**src/xpbs_pkg.sv**
```systemverilog
// ----------------------------------------------------------------------------
// xpbs_pkg
// Types and constants of the x86 prologue byte scanner.
// ----------------------------------------------------------------------------
package xpbs_pkg;

   localparam int OFFSET_WIDTH_DEFAULT = 32;
   localparam int COUNT_WIDTH_DEFAULT  = 16;

   // Byte cells in the window: data[i-2] .. data[i+4].
   localparam int WIN_CELLS  = 7;
   localparam int WIN_LEAD   = 4;   // bytes ahead of the tested position
   localparam int PAD_LAG    = 2;   // bytes behind needed by the padding rule
   localparam int MIN_BUFFER = 16;
   localparam int SKIP_COUNT = 8;

   localparam logic [15:0] LIMIT_RESET = 16'd4096;

   // Register indexes of the configuration port
   typedef enum logic [1:0] {
      REG_MODE   = 2'd0,
      REG_BASE   = 2'd1,
      REG_LENGTH = 2'd2,
      REG_LIMIT  = 2'd3
   } csr_index_type;

   // Opcode and padding bytes
   localparam logic [7:0] OPC_REX_W     = 8'h48;
   localparam logic [7:0] OPC_GRP1_IMM8 = 8'h83;
   localparam logic [7:0] MODRM_ESP     = 8'hEC;
   localparam logic [7:0] OPC_PUSH_EBP  = 8'h55;
   localparam logic [7:0] OPC_MOV_RM    = 8'h8B;
   localparam logic [7:0] PFX_REP       = 8'hF3;
   localparam logic [7:0] OPC_ESCAPE    = 8'h0F;
   localparam logic [7:0] OPC_ENDBR     = 8'h1E;
   localparam logic [7:0] PAD_INT3      = 8'hCC;
   localparam logic [7:0] OPC_RET       = 8'hC3;
   localparam logic [7:0] PAD_NOP       = 8'h90;

   typedef logic [WIN_CELLS-1:0][7:0] window_type;

   typedef struct packed {
      logic shift;
      logic clear;
   } cell_ctrl_type;

   typedef struct packed {
      logic mode_64bit;
      logic pad_ok;    // tested position is at offset two or later
      logic tail_ok;   // one more byte beyond the window lies in the buffer
   } match_ctrl_type;

endpackage

```
**src/xpbs_byte_cell.sv**
```systemverilog
// ----------------------------------------------------------------------------
// xpbs_byte_cell
// One byte cell of the scan window; on each request it takes its input byte, or zero when cleared.
// ----------------------------------------------------------------------------
module xpbs_byte_cell (
   input  logic                   clock,
   input  logic                   reset,
   input  xpbs_pkg::cell_ctrl_type ctrl,
   input  logic [7:0]             d_in,
   output logic [7:0]             q,
   output logic [7:0]             q_next
);
   import xpbs_pkg::*;

   logic [7:0] byte_ff;
   logic [7:0] byte_in;

   always_comb begin
      byte_in = byte_ff;
      if (ctrl.shift) begin
         byte_in = ctrl.clear ? 8'h00 : d_in;
      end
   end

   always_ff @(posedge clock) begin
      if (reset) begin
         byte_ff <= 8'h00;
      end else begin
         byte_ff <= byte_in;
      end
   end

   assign q      = byte_ff;
   assign q_next = byte_in;

endmodule

```
**src/xpbs_match.sv**
```systemverilog
// ----------------------------------------------------------------------------
// xpbs_match
// Prologue pattern and padding-transition match over the window cells.
// ----------------------------------------------------------------------------
module xpbs_match (
   input  xpbs_pkg::window_type     win,
   input  xpbs_pkg::match_ctrl_type ctrl,
   output logic                     hit
);
   import xpbs_pkg::*;

   logic [7:0] wm2, wm1, w0, w1, w2, w3, w4;
   logic       hit64, hit32, hit_pad;

   always_comb begin
      wm2 = win[0];
      wm1 = win[1];
      w0  = win[2];
      w1  = win[3];
      w2  = win[4];
      w3  = win[5];
      w4  = win[6];

      hit64 = 1'b0;
      if (w0 == OPC_REX_W && w1 == 8'h89 && w2 == 8'h5C && w3 == 8'h24) hit64 = 1'b1;
      if (w0 == OPC_REX_W && w1 == OPC_GRP1_IMM8 && w2 == MODRM_ESP && w3 >= 8'h08)
         hit64 = 1'b1;
      if (w0 == OPC_REX_W && w1 == 8'h81 && w2 == MODRM_ESP) hit64 = 1'b1;
      if (w0 == OPC_PUSH_EBP && w1 == OPC_REX_W && w2 == OPC_MOV_RM && w3 == MODRM_ESP)
         hit64 = 1'b1;
      if (w0 == 8'h4C && w1 == 8'h89 && (w2 == 8'h44 || w2 == 8'h4C) && w3 == 8'h24)
         hit64 = 1'b1;
      if (w0 == PFX_REP && w1 == OPC_ESCAPE && w2 == OPC_ENDBR && w3 == 8'hFA)
         hit64 = 1'b1;
      if (w0 == 8'h40 && w1 >= 8'h50 && w1 <= 8'h57 && w2 == OPC_REX_W &&
          w3 == OPC_GRP1_IMM8 && w4 == MODRM_ESP) hit64 = 1'b1;
      if ((w0 == 8'h53 || w0 == 8'h56 || w0 == 8'h57) && w1 == OPC_REX_W &&
          w2 == OPC_GRP1_IMM8 && w3 == MODRM_ESP) hit64 = 1'b1;
      if (w0 == OPC_REX_W && w1 == OPC_MOV_RM && w2 == 8'hC4) hit64 = 1'b1;

      hit32 = 1'b0;
      if (w0 == OPC_PUSH_EBP && w1 == OPC_MOV_RM && w2 == MODRM_ESP) hit32 = 1'b1;
      if (w0 == OPC_GRP1_IMM8 && w1 == MODRM_ESP && w2 >= 8'h08) hit32 = 1'b1;
      if (w0 == 8'h81 && w1 == MODRM_ESP) hit32 = 1'b1;
      if (w0 == PFX_REP && w1 == OPC_ESCAPE && w2 == OPC_ENDBR && w3 == 8'hFB)
         hit32 = 1'b1;
      // hot-patch prologue reaches one byte past the window
      if (ctrl.tail_ok && w0 == OPC_MOV_RM && w1 == 8'hFF && w2 == OPC_PUSH_EBP &&
          w3 == OPC_MOV_RM && w4 == MODRM_ESP) hit32 = 1'b1;

      hit_pad = 1'b0;
      if (ctrl.pad_ok && w0 != PAD_INT3 && w0 != PAD_NOP && w0 != 8'h00) begin
         if (wm1 == PAD_INT3 && wm2 == PAD_INT3) hit_pad = 1'b1;
         if (wm1 == OPC_RET && (wm2 == PAD_INT3 || wm2 == PAD_NOP)) hit_pad = 1'b1;
      end

      hit = (ctrl.mode_64bit ? hit64 : hit32) | hit_pad;
   end

endmodule

```
**src/x86_prologue_byte_scanner_core.sv**
```systemverilog
// ----------------------------------------------------------------------------
// x86_prologue_byte_scanner_core
// Scans a code byte stream for x86 function prologues and padding ends.
// ----------------------------------------------------------------------------
//  channel  | dir | handshake          | payload
//  req_     | in  | tvalid / tready    | tdata: code_byte, tuser: buffer_start
//  rsp_     | out | tvalid / tready    | tdata: candidate_address, candidate_number
//  csr_     | in  | APB psel / penable | 64-bit registers at byte address 8*i
//
//  One request per clock; a hit is registered and shown the cycle after its
//  request. The window is a row of seven byte cells shifting once per request.
//  req_tready drops only while a result is held and rsp_tready is low.
//  Reset is synchronous and restores registers and scan state; no clearing pass.
// ----------------------------------------------------------------------------
module x86_prologue_byte_scanner_core #(
   parameter int OFFSET_WIDTH = xpbs_pkg::OFFSET_WIDTH_DEFAULT,
   parameter int COUNT_WIDTH  = xpbs_pkg::COUNT_WIDTH_DEFAULT
) (
   input  logic        clock,
   input  logic        reset,
   input  logic        req_tvalid,
   output logic        req_tready,
   input  logic [7:0]  req_tdata,    // [7:0] code_byte
   input  logic [0:0]  req_tuser,    // [0] buffer_start
   output logic        rsp_tvalid,
   input  logic        rsp_tready,
   output logic [79:0] rsp_tdata,    // [63:0] candidate_address, [79:64] candidate_number
   input  logic        csr_psel,
   input  logic        csr_penable,
   input  logic        csr_pwrite,
   input  logic [4:0]  csr_paddr,
   input  logic [63:0] csr_pwdata,
   output logic [63:0] csr_prdata,
   output logic        csr_pready
);
   import xpbs_pkg::*;

   localparam int LW = (OFFSET_WIDTH > 32 ? OFFSET_WIDTH : 32) + 1;
   localparam int CW = (COUNT_WIDTH > 16 ? COUNT_WIDTH : 16) + 1;

   // Configuration registers
   logic        mode_ff;
   logic [63:0] base_ff;
   logic [31:0] length_ff;
   logic [15:0] limit_ff;
   logic        csr_write;

   assign csr_pready = 1'b1;
   assign csr_write  = csr_psel & csr_penable & csr_pwrite & csr_pready;

   always_ff @(posedge clock) begin
      if (reset) begin
         mode_ff   <= 1'b1;
         base_ff   <= 64'd0;
         length_ff <= 32'd0;
         limit_ff  <= LIMIT_RESET;
      end else if (csr_write) begin
         case (csr_paddr[4:3])
            REG_MODE:   mode_ff   <= csr_pwdata[0];
            REG_BASE:   base_ff   <= csr_pwdata;
            REG_LENGTH: length_ff <= csr_pwdata[31:0];
            REG_LIMIT:  limit_ff  <= csr_pwdata[15:0];
            default: ;
         endcase
      end
   end

   always_comb begin
      case (csr_paddr[4:3])
         REG_MODE:   csr_prdata = {63'd0, mode_ff};
         REG_BASE:   csr_prdata = base_ff;
         REG_LENGTH: csr_prdata = {32'd0, length_ff};
         REG_LIMIT:  csr_prdata = {48'd0, limit_ff};
         default:    csr_prdata = 64'd0;
      endcase
   end

   // Handshake
   logic rsp_valid_ff;
   logic accept;
   logic start;

   assign req_tready = ~rsp_valid_ff | rsp_tready;
   assign accept     = req_tvalid & req_tready;
   assign start      = req_tuser[0];

   // Window cells: cell k holds data[i-2+k]
   window_type    cell_q, cell_next, cell_d;
   cell_ctrl_type cell_ctrl [WIN_CELLS];

   for (genvar k = 0; k < WIN_CELLS; k++) begin : g_cell
      if (k == WIN_CELLS - 1) begin : g_head
         assign cell_d[k]          = req_tdata;
         assign cell_ctrl[k].clear = 1'b0;
      end else begin : g_body
         assign cell_d[k]          = cell_q[k+1];
         assign cell_ctrl[k].clear = start;
      end
      assign cell_ctrl[k].shift = accept;

      xpbs_byte_cell u_cell (
         .clock  (clock),
         .reset  (reset),
         .ctrl   (cell_ctrl[k]),
         .d_in   (cell_d[k]),
         .q      (cell_q[k]),
         .q_next (cell_next[k])
      );
   end

   // Scan state
   logic [OFFSET_WIDTH-1:0] pos_ff, pos_in, pos_cur, pos_i;
   logic [3:0]              skip_ff, skip_in, skip_cur;
   logic [COUNT_WIDTH-1:0]  cnt_ff, cnt_in, cnt_cur;
   logic [LW-1:0]           pos_ext, pos_ext1, len_ext;
   logic                    sat, test, hit, emit;
   logic [64:0]             addr_sum;
   logic [CW-1:0]           cnt_ext, limit_ext, num_ext;
   match_ctrl_type          mctrl;

   always_comb begin
      pos_cur  = start ? '0 : pos_ff;
      skip_cur = start ? 4'd0 : skip_ff;
      cnt_cur  = start ? '0 : cnt_ff;

      sat      = &pos_cur;
      pos_ext  = {{(LW-OFFSET_WIDTH){1'b0}}, pos_cur};
      pos_ext1 = pos_ext + LW'(1);
      len_ext  = {{(LW-32){1'b0}}, length_ff};
      cnt_ext   = {{(CW-COUNT_WIDTH){1'b0}}, cnt_cur};
      limit_ext = {{(CW-16){1'b0}}, limit_ff};

      test = ~sat && (pos_ext >= LW'(WIN_LEAD)) && (pos_ext < len_ext) &&
             (length_ff >= 32'(MIN_BUFFER)) && (cnt_ext < limit_ext);

      pos_i = pos_cur - OFFSET_WIDTH'(WIN_LEAD);
      mctrl.mode_64bit = mode_ff;
      mctrl.pad_ok     = pos_ext >= LW'(WIN_LEAD + PAD_LAG);
      mctrl.tail_ok    = pos_ext1 < len_ext;
   end

   xpbs_match u_match (
      .win  (cell_next),
      .ctrl (mctrl),
      .hit  (hit)
   );

   always_comb begin
      addr_sum = {1'b0, base_ff} + {{(65-OFFSET_WIDTH){1'b0}}, pos_i};
      // drop a hit whose address wraps; its skip still applies
      emit     = test && (skip_cur == 4'd0) && hit && ~addr_sum[64];

      skip_in = skip_cur;
      if (test) begin
         if (skip_cur != 4'd0) begin
            skip_in = skip_cur - 4'd1;
         end else if (hit) begin
            skip_in = 4'(SKIP_COUNT);
         end
      end

      cnt_in  = emit ? cnt_cur + COUNT_WIDTH'(1) : cnt_cur;
      num_ext = {{(CW-COUNT_WIDTH){1'b0}}, cnt_in};
      pos_in  = sat ? pos_cur : pos_cur + OFFSET_WIDTH'(1);
   end

   always_ff @(posedge clock) begin
      if (reset) begin
         pos_ff  <= '0;
         skip_ff <= 4'd0;
         cnt_ff  <= '0;
      end else if (accept) begin
         pos_ff  <= pos_in;
         skip_ff <= skip_in;
         cnt_ff  <= cnt_in;
      end
   end

   // Result register
   logic [63:0] addr_ff;
   logic [15:0] num_ff;

   always_ff @(posedge clock) begin
      if (reset) begin
         rsp_valid_ff <= 1'b0;
      end else if (accept) begin
         rsp_valid_ff <= emit;
      end else if (rsp_tready) begin
         rsp_valid_ff <= 1'b0;
      end
   end

   always_ff @(posedge clock) begin
      if (accept && emit) begin
         addr_ff <= addr_sum[63:0];
         num_ff  <= num_ext[15:0];
      end
   end

   assign rsp_tvalid = rsp_valid_ff;
   assign rsp_tdata  = {num_ff, addr_ff};

endmodule

```
**config.mk**
```make
export PLATFORM = sky130hd
export DESIGN_NAME = x86_prologue_byte_scanner_core
export DESIGN_NICKNAME = d
export VERILOG_FILES = /design/src/xpbs_pkg.sv /design/src/xpbs_byte_cell.sv /design/src/xpbs_match.sv /design/src/x86_prologue_byte_scanner_core.sv
export SDC_FILE = /design/constraint.sdc
export NUM_CORES = 1
export LEC_CHECK = 0
export BUFFER_PORTS_ARGS = -buffer_cell sky130_fd_sc_hd__buf_4
export CELL_PAD_IN_SITES_DETAIL_PLACEMENT = 1
export CELL_PAD_IN_SITES_GLOBAL_PLACEMENT = 1
export CORE_ASPECT_RATIO = 1.1
export CORE_MARGIN = 4
export CORE_UTILIZATION = 34
export DETAILED_ROUTE_END_ITERATION = 8
export PLACE_DENSITY_LB_ADDON = 0.1
export SLEW_MARGIN = 20
export SYNTH_ARGS = -nofsm -noshare
export SYNTH_HDL_FRONTEND = slang
export SYNTH_HIERARCHICAL = 1
export SYNTH_SLANG_ARGS = --single-unit
```
**constraint.sdc**
```tcl
create_clock -name clock -period 17.2 [get_ports clock]
set_clock_uncertainty 0.05 [all_clocks]
set_input_delay 1.72 -clock clock [delete_from_list [all_inputs] [get_ports clock]]
set_output_delay 1.72 -clock clock [all_outputs]
set_load 0.03 [all_outputs]
```
==> load_flow_metrics.sql, run 1 <==
INSERT INTO impl_metrics (metric_group, metric, value, unit) VALUES
('timing', 'drv_slew', '0', ''),
('cells_and_area', 'mostFrequentLayoutCell', 'sky130_fd_sc_hd__nand2_1', ''),
('critical_path', 'capturing_point_of_the_worst_reg2reg_path', 'addr_ff[15]$_DFFE_PP_', ''),
('outcome', 'status', 'completed', ''),
('critical_path', 'worst-endpoint-arrival', '9.61', 'ns'),
('cts', 'cts_setup_buffers', '0', ''),
('timing', 'final-setup-viol-count', '0', ''),
('critical_path', 'crit_start', 'req_tuser', ''),
('critical_path', 'critical_path_depth', '27', ''),
('cells_and_area', 'finish.net_count', '2701', ''),
('synthesis', 'synth_cells', '2346', ''),
('timing', 'maxClockFrequency', '0.106', 'GHz'),
('cts', 'worst_skew_pair.late_latency', '0.56', 'ns'),
('synthesis', 'synthesis.area_per_instance', '8.27', 'µm²'),
('placed_design', 'sum_of_net_half_perimeters_after_detailed_placement', '49600', 'µm'),
('pwr', 'cellPowerDensity', '79.3', 'nW/µm²'),
('cts', 'number_of_buffers_created_by_cts', '39', ''),
('placed_design', 'globalplace.congestion', '0.898', ''),
('grt', 'gr-total-overflow', '0', ''),
('placed_design', 'io_buffer_count', '227', ''),
('critical_path', 'cp.buffers_inverters', '4', ''),
('timing', 'layout_worst_path_cycle_share', '0.551', ''),
('cells_and_area', 'filler_cell_count', '6780', ''),
('routing', 'drc', '0', ''),
('grt', 'global_route_wire_length_before_repair', '107000', 'µm'),
('critical_path', 'rrSetupSlack', '9.25', 'ns'),
('pwr', 'peakVddDrop', '0.0000937', 'V'),
('synthesis', 'yosysWarnings', '6', ''),
('critical_path', 'critPathMostFrequentCell', 'sky130_fd_sc_hd__nand2_1', ''),
('cts', 'tritoncts', 'done', ''),
('routing', 'vias', '17857', ''),
('cts', 'clkSlewWorstSetupHoldPaths', '0.06', 'ns'),
('flow_run', 'drv_cap', '0', ''),
('timing', 'hold_violations', '0', ''),
('die', 'fp.dieH', '258', 'µm'),
('critical_path', 'cp-endpoint', 'addr_ff[15]$_DFFE_PP_', ''),
('cts', 'cts_sinks', '302', ''),
('grt', 'vias_in_the_first_global_route', '18633', ''),
('critical_path', 'worst_setup_path_start_kind', 'primary input', ''),
('routing', 'detail_route.first_pass.iterations', '5', ''),
('cells_and_area', 'layout_common_cells', '393 x sky130_fd_sc_hd__nand2_1, 244 x sky130_fd_sc_hd__buf_4, 227 x sky130_fd_sc_hd__a21oi_1, 222 x sky130_fd_sc_hd__dfxtp_1, 132 x sky130_fd_sc_hd__nor2_1', ''),
('routing', 'detailedRoute.firstIterationViolations', '983', ''),
('min_path', 'timing.hold.worst.class', 'flip-flop to flip-flop', ''),
('synthesis', 'synth.cell_area', '19400', 'µm²'),
('synthesis', 'edff_count_synth', '80', ''),
('timing', 'rsz_0062_raised_after_global_routing', 'false', ''),
('routing', 'route.detailed.wl_per_inst', '20.8', 'µm'),
('cts', 'cts_resized', '0', ''),
('timing', 'worst_max_slew_margin_expressed_relative_to_the_limit', '0.302', ''),
('synthesis', 'synthDistinctLibCells', '108', ''),
('die', 'dieArea', '60900', 'µm²'),
('die', 'core_area', '56200', 'µm²'),
('cts', 'cts_root_buffer', 'sky130_fd_sc_hd__clkbuf_16', ''),
('grt', 'total_routing_usage_gr', '0.218', ''),
('critical_path', 'critPathSlowestCell', 'sky130_fd_sc_hd__a2111oi_0', ''),
('cells_and_area', 'layout-drive-gt1-share', '0.173', ''),
('routing', 'drt-total-wl', '68400', 'µm'),
('die', 'placementRows', '91', ''),
('cts', 'clock_tree.htree_level_count', '2', ''),
('critical_path', 'reg2reg_depth', '25', ''),
('die', 'ios', '232', ''),
('cts', 'cts.hold.buffers_added', '0', ''),
('cells_and_area', 'n_antenna_cell', '0', ''),
('critical_path', 'cp_data_required_time', '17.33', 'ns'),
('synthesis', 'ys_seq_area_frac', '0.353', ''),
('grt', 'largest_net_degree_at_the_start_of_global_routing', '87', ''),
('critical_path', 'critical-path-top-delay-family', 'simple AND/OR/NAND/NOR gates', ''),
('critical_path', 'cpPeakStageDelay', '0.77', 'ns'),
('die', 'initial_utilization', '0.345', ''),
('critical_path', 'reg2reg_from', 'pos_ff[2]$_SDFFE_PP0P_', ''),
('synthesis', 'async_flop_share', '0', '');
-- layer usage --
metal / track usage / wire, µm
met5: 0 / 0
met4: 0.0607 / 1800
met3: 0.0333 / 2620
met2: 0.370 / 32600
met1: 0.289 / 31300
-- report_power, final --
part / internal (mW) / leakage (nW) / total (mW) / switching (mW)
logic: 0.0840 / 6.07 / 0.230 / 0.146
registers: 0.739 / 2.59 / 0.752 / 0.0137
clock network: 0.496 / 0.641 / 0.834 / 0.338
-- layout make-up --
type                       instances  area [µm²]  share of cell area
tap                              744         931              0.0406
timing repair buffer             245        1840              0.0805
clock buffer                      53        1100              0.0480
multi-input combinational       1822       11600               0.507
clock inverter                    19         196             0.00858
inverter                          98         370              0.0162
sequential                       302        6850               0.299
-- per-stage QoR --
step	setup WS [ns]	std cells	instance area, µm²	util	power [mW]
2_1_floorplan	4.61	2353	19400	-	0.918
3_3_place_gp	7.20	3211	21600	0.384	0.992
3_5_place_dp	7.11	3211	21600	0.384	0.997
4_1_cts	7.64	3283	22900	0.407	1.85
5_1_grt	7.02	3283	22900	0.407	1.90
6_report	7.72	3283	22900	0.407	1.82
-- cell families after synthesis --
logic type	synth area share
other cells	0.000387
fa+ha+maj	0.0711
xor+xnor	0.0528
buf+inv	0.0507
simple gates	0.292
compound gates	0.170
mux	0.00987
flops	0.353
-- state kept, by name, indices dropped and copies added (netlist names) --
register         cells
addr_ff             64
base_ff             64
cnt_ff              16
g_cell.u_cell/q     56
length_ff           32
limit_ff            16
mode_ff              1
num_ff              16
pos_ff              32
rsp_tvalid           1
skip_ff              4
-- synthesized netlist by cell type, drive strengths merged, types with 8 or more instances --
master	number	area [µm²]
o22ai	13	81.3
dfxtp	222	4440
o211ai	11	87.6
and2	43	270
edfxtp	80	2400
or3	13	81.3
ha	107	1340
or4	18	143
clkbuf	85	320
nand4	42	290
nor4b	9	100
nor4	33	246
nor2b	40	260
and3	27	169
o31ai	8	60.1
inv	98	368
a31oi	19	119
mux2	15	169
buf	46	295
nand2	395	1480
a22o	32	280
nand2b	79	497
a21oi	241	1260
xor2	50	438
nor2	132	495
a211oi	18	140
o21ai	75	387
o21a	12	91.3
nand3b	61	668
xnor2	67	587
nor3	67	345
nand3	54	285
a21o	21	158
-- worst min-delay path: cells and delay by family, from the launching register on --
family | cells | cell delay [ns]
flip-flops | 1 | 0.31
AO/OA/AOI/OAI | 1 | 0.05
AND/OR/NAND/NOR | 1 | 0.05
-- worst min path at each step --
stage	from	to	slack, ns	cells after the start
after detailed placement	base_ff[49]$_SDFFE_PP0P_	base_ff[49]$_SDFFE_PP0P_	0.41	2
after CTS	limit_ff[0]$_SDFFE_PP0P_	limit_ff[0]$_SDFFE_PP0P_	0.42	2
final	limit_ff[0]$_SDFFE_PP0P_	limit_ff[0]$_SDFFE_PP0P_	0.42	2
after global placement	limit_ff[5]$_SDFFE_PP0P_	limit_ff[5]$_SDFFE_PP0P_	0.41	2
after global routing	limit_ff[0]$_SDFFE_PP0P_	limit_ff[0]$_SDFFE_PP0P_	0.44	2
after floorplan	limit_ff[0]$_SDFFE_PP0P_	limit_ff[0]$_SDFFE_PP0P_	0.39	2
(Power assumes the default switching activity.)
==> run 2: changes to the inputs <==
Settings changed: ABC_AREA from default to 1.
Clock period 17.2 ns to 8.3 ns, I/O delays scaled along.
==> load_flow_metrics.sql, run 2 <==
INSERT INTO impl_metrics (metric_group, metric, value, unit) VALUES
('synthesis', 'synth.most_common_cell', 'sky130_fd_sc_hd__nand2_1', ''),
('critical_path', 'cp_data_required_time', '8.51', 'ns'),
('placed_design', 'globalplace.congestion', '0.920', ''),
('cts', 'cts_resized', '0', ''),
('routing', 'detail_route.first_pass.iterations', '5', ''),
('pwr', 'combinationalPowerShare', '0.126', ''),
('synthesis', 'synthMuxAreaShare', '0', ''),
('critical_path', 'critical-path-top-delay-family', 'simple AND/OR/NAND/NOR gates', ''),
('cells_and_area', 'flow.area_growth_from_synthesis', '18.5', '%'),
('cells_and_area', 'final_core_utilization', '0.408', ''),
('pwr', 'cellInternalPower', '2.62', 'mW'),
('routing', 'route.detailed.wl_per_inst', '20.2', 'µm'),
('placed_design', 'io_buffer_count', '227', ''),
('cells_and_area', 'layoutNonFillerInstCount', '3795', ''),
('pwr', 'power_switching', '1.02', 'mW'),
('cells_and_area', 'mostFrequentLayoutCell', 'sky130_fd_sc_hd__nand2_1', ''),
('synthesis', 'edff_count_synth', '80', ''),
('placed_design', 'sum_of_net_half_perimeters_after_detailed_placement', '60200', 'µm'),
('synthesis', 'synthDistinctLibCells', '55', ''),
('timing', 'layout_worst_path_cycle_share', '0.770', ''),
('synthesis', 'yosys.area_share.adder', '0.0686', ''),
('cts', 'cts.hold.buffers_added', '0', ''),
('critical_path', 'cpPeakStageDelay', '0.33', 'ns'),
('critical_path', 'worst-path-max-fanout', '29', ''),
('critical_path', 'cp.buffers_inverters', '9', ''),
('die', 'fp.dieH', '261', 'µm'),
('synthesis', 'async_flop_share', '0', ''),
('timing', 'rsz_0062_raised_after_global_routing', 'false', ''),
('die', 'ios', '232', ''),
('synthesis', 'synthSimpleGateAreaFrac', '0.281', ''),
('timing', 'drv_slew', '0', ''),
('pwr', 'peakVddDrop', '0.000111', 'V'),
('timing', 'worst_pin_slew', '1.06', 'ns'),
('synthesis', 'synth_largest_area_cell', 'sky130_fd_sc_hd__dfxtp_1', ''),
('routing', 'vias', '19534', ''),
('die', 'placementRows', '92', ''),
('synthesis', 'ys_dominant_reg_cell', 'sky130_fd_sc_hd__dfxtp_1', ''),
('critical_path', 'end_kind', 'flip-flop', ''),
('routing', 'drc', '0', ''),
('timing', 'worst_max_slew_margin_expressed_relative_to_the_limit', '0.294', ''),
('critical_path', 'critPathSlowestCell', 'sky130_fd_sc_hd__nor3_2', ''),
('synthesis', 'synth_top_family_by_area', 'simple AND/OR/NAND/NOR gates', ''),
('timing', 'maxClockFrequency', '0.157', 'GHz'),
('timing', 'hold_violations', '0', ''),
('cells_and_area', 'finish.net_count', '3205', ''),
('timing', 'fin_setup_tns', '0', 'ns'),
('synthesis', 'synth-seq-cells', '302', ''),
('outcome', 'status', 'completed', ''),
('cts', 'tritoncts', 'done', ''),
('synthesis', 'synth.cell_area', '19800', 'µm²'),
('cells_and_area', 'layout_common_cells', '559 x sky130_fd_sc_hd__nand2_1, 344 x sky130_fd_sc_hd__inv_1, 335 x sky130_fd_sc_hd__nor2_1, 248 x sky130_fd_sc_hd__buf_4, 222 x sky130_fd_sc_hd__dfxtp_1', ''),
('routing', 'route.detailed.vias_per_inst', '5.15', ''),
('die', 'core_area', '57600', 'µm²'),
('die', 'dieArea', '62200', 'µm²'),
('cells_and_area', 'n_antenna_cell', '0', ''),
('synthesis', 'synth_commonest_cells', '560 x sky130_fd_sc_hd__nand2_1, 347 x sky130_fd_sc_hd__inv_1, 338 x sky130_fd_sc_hd__nor2_1', ''),
('placed_design', 'dp.cells', '3723', ''),
('cts', 'number_of_buffers_created_by_cts', '39', ''),
('critical_path', 'timing_worst_setup_path_type', 'primary input to flip-flop', ''),
('grt', 'total_routing_usage_gr', '0.240', ''),
('pwr', 'finalPower', '3.65', 'mW'),
('flow_run', 'drv_cap', '0', ''),
('pwr', 'swShare', '0.281', ''),
('grt', 'largest_net_degree_at_the_start_of_global_routing', '114', ''),
('routing', 'detailedRoute.firstIterationViolations', '1035', ''),
('timing', 'finalWorstPathRequiredPeriod', '6.39', 'ns'),
('pwr', 'p_leak', '10.6', 'nW'),
('grt', 'vias_in_the_first_global_route', '20642', ''),
('synthesis', 'post-synth-top-area-fraction', '0.224', ''),
('critical_path', 'worst_setup_path_start_kind', 'primary input', ''),
('cts', 'clkSlewWorstSetupHoldPaths', '0.06', 'ns'),
('cts', 'clock_path_buffers', '3', ''),
('grt', 'gr-total-overflow', '0', ''),
('grt', 'global_route_wire_length_before_repair', '119000', 'µm'),
('cts', 'cts_setup_buffers', '0', ''),
('cells_and_area', 'filler_cell_count', '7337', ''),
('synthesis', 'synth_cells', '2806', ''),
('cells_and_area', 'layout-drive-gt1-share', '0.160', ''),
('critical_path', 'worst-endpoint-arrival', '6.60', 'ns'),
('cts', 'cts_root_buffer', 'sky130_fd_sc_hd__clkbuf_16', ''),
('synthesis', 'synth.top_cells.by_area', 'sky130_fd_sc_hd__dfxtp_1 22%, sky130_fd_sc_hd__edfxtp_1 12%, sky130_fd_sc_hd__nand2_1 11%', ''),
('timing', 'final-setup-viol-count', '0', ''),
('die', 'chipWidth', '238', 'µm'),
('synthesis', 'post_synth_xor_area_fraction', '0.0584', ''),
('cts', 'cts_sinks', '302', ''),
('cts', 'clock_tree.htree_level_count', '2', ''),
('cts', 'worst_skew_pair.late_latency', '0.56', 'ns'),
('grt', 'grt_antenna_before_repair', '1', ''),
('pwr', 'cellPowerDensity', '155', 'nW/µm²'),
('synthesis', 'synthesis.area_per_instance', '7.06', 'µm²'),
('pwr', 'power_frac_seq', '0.426', ''),
('pwr', 'clock_power_share', '0.449', ''),
('min_path', 'timing.hold.worst.class', 'flip-flop to flip-flop', ''),
('routing', 'route.antenna.remaining_nets', '0', ''),
('synthesis', 'mappedNetlistNets', '2999', ''),
('routing', 'drt-total-wl', '76700', 'µm'),
('synthesis', 'yosysWarnings', '6', ''),
('synthesis', 'ys_seq_area_frac', '0.346', ''),
('synthesis', 'area_fraction_in_compound_gates_after_synthesis', '0.152', ''),
('die', 'initial_utilization', '0.344', '');
## run 2: kinds of logic (layout without fill, tap and decap cells)
family / after synthesis / after routing
adder cells (fa/ha/maj): 108 / 108
XOR/XNOR: 132 / 132
flip-flops: 302 / 302
AND/OR/NAND/NOR: 1278 / 1278
other: 2 / 2
AO/OA/AOI/OAI: 529 / 529
buffers and inverters: 455 / 692
## run 2: worst paths after layout
path / start / end / slack (ns) / cells after the start
max: req_tuser / addr_ff[17]$_DFFE_PP_ / 1.91 / 36
max reg2reg: pos_ff[1]$_SDFFE_PP0P_ / addr_ff[17]$_DFFE_PP_ / 2.33 / 34
min: skip_ff[2]$_SDFFE_PP0P_ / skip_ff[2]$_SDFFE_PP0P_ / 0.42 / 2
min reg2reg: skip_ff[2]$_SDFFE_PP0P_ / skip_ff[2]$_SDFFE_PP0P_ / 0.42 / 2
## run 2: power groups by stage
stage                     sequential (mW)  combinational [mW]  clock [mW]
after floorplan                      1.58               0.289           0
after global routing                 1.55               0.507        1.73
final                                1.55               0.458        1.64
after detailed placement             1.58               0.459           0
after global placement               1.58               0.450           0
after CTS                            1.55               0.461        1.68
## run 2: final cells by class
type | instances | area, µm² | area share
clock buffers | 54 | 1110 | 0.0475
clock inverters | 18 | 104 | 0.00442
inverters | 368 | 1420 | 0.0604
multi-input cells | 2049 | 11100 | 0.474
flip-flops and latches | 302 | 6850 | 0.292
well taps | 752 | 941 | 0.0401
repair buffers | 252 | 1930 | 0.0823
## run 2: worst min-delay path, delay by kind of cell (launching register included)
kind	cells	cell delay [ns]
AOI/OAI and AO/OA	1	0.05
DFF	1	0.31
and+or+nand+nor	1	0.06
## run 2: per-layer routing
layer / part of all wire / GRT usage
met2: 0.50 / 0.437
met1: 0.44 / 0.300
met3: 0.033 / 0.0283
met5: 0.00017 / 0
met4: 0.027 / 0.0663
## run 2: metrics by stage
stage                     area, µm²  setup WS [ns]  hold WS [ns]
after floorplan               19800          0.831         0.395
after global placement        22300           1.27         0.403
after detailed placement      22300           1.27         0.410
after CTS                     23500           1.85         0.415
after global routing          23500           1.38         0.434
final                         23500           1.91         0.416
